## src/sv/eslc_pkg.sv

```systemverilog
package eslc_pkg;

  // Cache geometry
  localparam int SLOTS     = 18;
  localparam int LAYERS    = 64;
  localparam int EXPERTS   = 128;
  localparam int SLOT_W    = (SLOTS > 1) ? $clog2(SLOTS) : 1;
  localparam int MAP_DEPTH = LAYERS * EXPERTS;
  localparam int MAP_AW    = (MAP_DEPTH > 1) ? $clog2(MAP_DEPTH) : 1;

  // Fixed field widths
  localparam int LAYER_W    = 6;
  localparam int EXPERT_W   = 7;
  localparam int COUNT_W    = 8;
  localparam int STAMP_W    = 64;
  localparam int CNT_W      = 32;
  localparam int STATUS_W   = 3;
  localparam int SLOT_OUT_W = 5;
  localparam int CFG_W      = 64;

  typedef logic [SLOT_W-1:0]     slot_t;
  typedef logic [SLOT_OUT_W-1:0] slot_out_t;
  typedef logic [MAP_AW-1:0]     map_addr_t;
  typedef logic [LAYER_W-1:0]    layer_t;
  typedef logic [EXPERT_W-1:0]   expert_t;
  typedef logic [COUNT_W-1:0]    count_t;
  typedef logic [STAMP_W-1:0]    stamp_t;
  typedef logic [CNT_W-1:0]      cnt_t;

  // Configuration register indexes
  localparam logic [0:0] REG_LAYER_MASK   = 1'b0;
  localparam logic [0:0] REG_EXPERT_COUNT = 1'b1;

  localparam count_t EXPERT_COUNT_RESET = count_t'(128);

  // Result status codes
  typedef enum logic [STATUS_W-1:0] {
    RES_HIT        = 3'd0,
    RES_MISS       = 3'd1,
    RES_BAD_LAYER  = 3'd2,
    RES_BAD_EXPERT = 3'd3,
    RES_ABSENT     = 3'd4
  } res_t;

  typedef enum logic [1:0] {
    ST_IDLE,
    ST_PROBE,
    ST_SCAN,
    ST_FILL
  } state_t;

  // Controller to datapath
  typedef struct packed {
    logic load;     // capture item, launch map read
    logic hit_upd;  // restamp hit slot, count hit
    logic scan_en;  // one step of the victim search
    logic fill;     // retag victim, write map, count miss
    logic post;     // register the result
    res_t res;
  } cmd_t;

  // Datapath to controller
  typedef struct packed {
    logic bad_layer;
    logic bad_expert;
    logic held;
    logic lookup;
    logic scan_last;
  } stat_t;

  function automatic map_addr_t map_index(layer_t l, expert_t e);
    return map_addr_t'(int'(l) * EXPERTS + int'(e));
  endfunction

endpackage

```

## src/sv/eslc_ctrl.sv

```systemverilog
module eslc_ctrl (
  input  logic            clk,
  input  logic            rst,
  input  logic            start,
  input  eslc_pkg::stat_t stat,
  output eslc_pkg::cmd_t  cmd,
  output logic            busy
);

  eslc_pkg::state_t state, state_next;

  always_ff @(posedge clk) begin
    if (rst) begin
      state <= eslc_pkg::ST_IDLE;
    end else begin
      state <= state_next;
    end
  end

  // Next state
  always_comb begin
    state_next = state;
    case (state)
      eslc_pkg::ST_IDLE: begin
        if (start) state_next = eslc_pkg::ST_PROBE;
      end
      eslc_pkg::ST_PROBE: begin
        if (stat.bad_layer || stat.bad_expert || stat.held || stat.lookup) begin
          state_next = eslc_pkg::ST_IDLE;
        end else begin
          state_next = eslc_pkg::ST_SCAN;
        end
      end
      eslc_pkg::ST_SCAN: begin
        if (stat.scan_last) state_next = eslc_pkg::ST_FILL;
      end
      eslc_pkg::ST_FILL: begin
        state_next = eslc_pkg::ST_IDLE;
      end
      default: state_next = eslc_pkg::ST_IDLE;
    endcase
  end

  // Commands
  always_comb begin
    cmd     = '0;
    cmd.res = eslc_pkg::RES_HIT;
    busy    = 1'b1;
    case (state)
      eslc_pkg::ST_IDLE: begin
        busy     = 1'b0;
        cmd.load = start;
      end
      eslc_pkg::ST_PROBE: begin
        if (stat.bad_layer) begin
          cmd.post = 1'b1;
          cmd.res  = eslc_pkg::RES_BAD_LAYER;
        end else if (stat.bad_expert) begin
          cmd.post = 1'b1;
          cmd.res  = eslc_pkg::RES_BAD_EXPERT;
        end else if (stat.held) begin
          cmd.post    = 1'b1;
          cmd.res     = eslc_pkg::RES_HIT;
          cmd.hit_upd = !stat.lookup;
        end else if (stat.lookup) begin
          cmd.post = 1'b1;
          cmd.res  = eslc_pkg::RES_ABSENT;
        end
      end
      eslc_pkg::ST_SCAN: begin
        cmd.scan_en = 1'b1;
      end
      eslc_pkg::ST_FILL: begin
        cmd.fill = 1'b1;
        cmd.post = 1'b1;
        cmd.res  = eslc_pkg::RES_MISS;
      end
      default: begin
        busy = 1'b1;
      end
    endcase
  end

endmodule

```

## config.mk

```make
export PLATFORM = sky130hd
export DESIGN_NAME = eslc_ctrl
export DESIGN_NICKNAME = d
export VERILOG_FILES = /design/src/sv/eslc_pkg.sv /design/src/sv/eslc_ctrl.sv
export SDC_FILE = /design/constraint.sdc
export NUM_CORES = 1
export LEC_CHECK = 0
export BUFFER_PORTS_ARGS = -buffer_cell sky130_fd_sc_hd__buf_4
export CAP_MARGIN = 0
export CORE_AREA = 2 2 39 41
export DETAILED_ROUTE_END_ITERATION = 10
export DIE_AREA = 0 0 41 43
export PLACE_DENSITY_LB_ADDON = 0.15
export SYNTH_ARGS = -nofsm -noshare
export SYNTH_HDL_FRONTEND = slang
export SYNTH_SLANG_ARGS = --single-unit
export TNS_END_PERCENT = 1
```

## constraint.sdc

```tcl
create_clock -name clk -period 1.5 [get_ports clk]
set_clock_uncertainty 0.1 [all_clocks]
set_input_delay 0.075 -clock clk [delete_from_list [all_inputs] [get_ports clk]]
set_output_delay 0.075 -clock clk [all_outputs]
set_load 0.01 [all_outputs]
```

# Yosys cells after proc, flatten, opt, wreduce, memory -nomap -nowiden
# Index checks and enable logic that the tools add are counted.
dict set report totals {
  register_bits 2
  elab_cells 29
}
dict set report op_classes {
  eq_ne 5
  reduce_logical 6
  n_mux 17
}
# operator n
set ops {}
lappend ops {{4-bit 2-to-1 mux} 4}
lappend ops {{1-bit 2-to-1 mux} 8}
lappend ops {{2-bit case mux with 4 select lines} 1}
lappend ops {{4-bit case mux with 2 select lines} 1}
lappend ops {{2-bit 2-to-1 mux} 3}
lappend ops {{2-bit equality test (second input constant)} 2}
lappend ops {{2-bit != test (second input constant)} 2}
lappend ops {{1-bit logical OR} 3}
lappend ops {{2-bit by 1-bit equality test with 1-bit output (second input constant)} 1}
lappend ops {{2-bit zero test} 1}
lappend ops {{2-bit AND reduction} 1}
lappend ops {{1-bit zero test} 1}

# Logic depth before layout (Yosys ltp)
dict set report depth {
  depth_word 5
  ltp_mapped 2
  ltp_nobuf 2
}

# Worst setup path after synthesis
# Ideal clock, no wire load.
dict set report synth_path {
  path_type {register to output}
  from {reg (tool-made name)}
  to {out cmd[6] (netlist bit)}
  required_time_ns 1.325
  slack_ns 0.331
  stages_incl_launch_ff 3
  arrival_time_ns 0.994
  n_path_buf 0
  path_cell_list {dfxtp_1 -> nand2b_1 -> nor4b_1}
}
# element line
set synth_rtl {}
lappend synth_rtl {{to (decl)} eslc_ctrl.sv:6} ;# output eslc_pkg::cmd_t cmd,

==> impl_metrics.env <==
export IMPL_critPathLaunchType="flip-flop"
export IMPL_wl_per_cell_um=9.36
export IMPL_finalSetupViolCount=0
export IMPL_start_util_pct=12.1
export IMPL_die_area_sq_mm=0.00176
export IMPL_fin_area_sq_um=348
export IMPL_drt_total_wl_um=552
export IMPL_postRouteAntennaNets=0
export IMPL_antenna_found_initial=0
export IMPL_syn_inst=23
export IMPL_ys_ff_latch=2
export IMPL_chipHeight_um=43
export IMPL_period_minus_slack_ns=1.40
export IMPL_hold_viol=0
export IMPL_final_cell_count_no_fill=59
export IMPL_worstSkewPairLatency_ns=0.22
export IMPL_synthesis_area_sq_um=168
export IMPL_clk_path_buf_depth=2
export IMPL_synth_cell_types=15
export IMPL_drc=0
export IMPL_die_width_um=41
export IMPL_avgSynthCellArea_sq_um=7.29
export IMPL_cts_tree="yes"
export IMPL_area_growth_pct=107
export IMPL_holdCritPathClass="in2reg"
export IMPL_grt_pass1_vias=209
export IMPL_yosys_warnings=0
export IMPL_h_tree_depth=1
export IMPL_cap_violations=0
export IMPL_yosysSeqAreaShare_pct=23.9
export IMPL_synth_top_area_share_pct=23.9
export IMPL_critPathArrivalTime_ns=1.22
export IMPL_synth_compound_area_share_pct=14.9
export IMPL_cp_required_ns=1.32
export IMPL_vias=229
export IMPL_grt_overflow=0
export IMPL_worstPathMaxFanout=8
export IMPL_tns_ns=0
export IMPL_status="complete, no violations"
export IMPL_viasPerCell=3.88
export IMPL_end_kind="output pin"
export IMPL_synth_top_area_cell="dfxtp_1"
export IMPL_place_area_sq_um=308
export IMPL_async_flop_share_pct=0
export IMPL_post_cts_buffers=0
export IMPL_cts_root_buffer="clkbuf_4"
export IMPL_grt_pass1_wl_um=862
export IMPL_antenna_cells=0
export IMPL_hpwlAfterDp_um=427
export IMPL_grt_usage_pct=7.41
export IMPL_muxShareOfSynthArea_pct=5.97
export IMPL_slew_viol_final=0
export IMPL_dr_first_iter_drc_count=3
export IMPL_synth_fa_ha_area_share_pct=0
export IMPL_core_rowCount=14
export IMPL_path_class="reg2out"
export IMPL_max_freq_ghz=0.715
export IMPL_vdd_ir_drop_worst_uv=252
export IMPL_synth_top_family_by_area="simple AND/OR/NAND/NOR gates"
export IMPL_synth_xor_area_share_pct=0
export IMPL_synth_simple_gate_area_share_pct=46.3
export IMPL_cts_sinks=2
export IMPL_cts_buffers=3
export IMPL_core_sq_mm=0.00138
export IMPL_synth_commonest_cells="4 x inv_1, 3 x nor2_1, 2 x dfxtp_1, 2 x nor2b_1, 2 x nor3_1"
export IMPL_syn_nets=31
export IMPL_grt_max_degree=9
export IMPL_numPortBuffers=16
export IMPL_tightest_slew_ns=0.235
export IMPL_nNetsFinal=53
export IMPL_fin_crit_sh_pct=93.3
export IMPL_powerDensity_mw_per_mm2=666
export IMPL_gp_congestion=0.577
export IMPL_io_pin_count=17
export IMPL_netlist_top_cells_area="dfxtp_1 24%, inv_1 9.0%, nor2b_1 7.5%"
export IMPL_final_util_pct=25.1
export IMPL_relSlewSlack_pct=84.3
export IMPL_synth_most_common_cell="inv_1"
export IMPL_drive_gt1_share_pct=51.2
export IMPL_synth_flop_cell="dfxtp_1"
export IMPL_placed_cells=55
export IMPL_p_leak_nw=0.172
export IMPL_drtPass1Iterations=2
export IMPL_synth_edff_count=0
export IMPL_cts_clk_slew_worst_paths_ns=0.03
logic make-up after synthesis:
kind of cell | after synthesis
multiplexers | 1
flip-flops | 2
AND/OR/NAND/NOR | 13
buffers and inverters | 4
AO/OA/AOI/OAI | 3
power by group:
part           switching [mW]  internal, mW
Clock                  0.0304        0.0883
Combinational          0.0218        0.0318
Sequential            0.00330        0.0559
metal layers:
layer / part of all wire (%) / wire, um / track usage [%] / up-vias
met5: 0 / 0 / 0 / -
met4: 0 / 0 / 4.00 / 0
met3: 13 / 71 / 4.71 / 0
met2: 41 / 229 / 9.06 / 13
met1: 45 / 251 / 9.58 / 98
li1: - / - / - / 118
cell type report:
class | instances | area, sq um
tap | 16 | 20.0
fill | 163 | 1040
inverter | 4 | 15.0
clock buffer | 3 | 22.5
multi-input combinational | 17 | 119
sequential | 2 | 41.3
timing repair buffer | 17 | 130
critical path: stages (launching register included):
cell      delay (ns)
dfxtp_1         0.36
nand2b_1        0.21
nor4b_2         0.27
buf_4           0.16
per-stage QoR:
step	worst slack [ns]	hold slack [ns]	power, mW
after floorplan	0.331	0.0518	0.0783
after global placement	0.269	0.162	0.110
after detailed placement	0.267	0.165	0.111
after CTS	0.0198	0.0455	0.240
after global routing	-0.00773	0.0438	0.253
final	0.101	0.0452	0.232
cells in the final DEF (no fill, tap or decap), drive strengths merged:
| cell | count |
|---|---|
| buf | 16 |
| inv | 4 |
| nor2 | 3 |
| clkbuf | 3 |
| nor3 | 2 |
| nor2b | 2 |
| dfxtp | 2 |
| and2 | 1 |
| nand2b | 1 |
| or3 | 1 |
| o21a | 1 |
| o31a | 1 |
| or2 | 1 |
| nor4b | 1 |
| or4b | 1 |
| o2bb2ai | 1 |
| mux2i | 1 |
| dlygate4sd3 | 1 |
what timing repair did:
| action | in CTS | in global routing |
|---|---|---|
| hold buffers | 1 | 0 |
| gates resized for setup | 0 | 2 |
| hold endpoints to repair | 1 | 0 |
| setup endpoints to repair | 0 | 1 |
worst paths after layout:
kind         slack, ns       from  cells past startpoint         to
max               0.10  flip-flop                      3     cmd[6]
min               0.05    stat[0]                      3   state[0]
max reg2reg       0.28  flip-flop                      2  flip-flop
min reg2reg       0.38   state[0]                      1   state[0]
No activity file was read; power rests on OpenSTA's default activity.
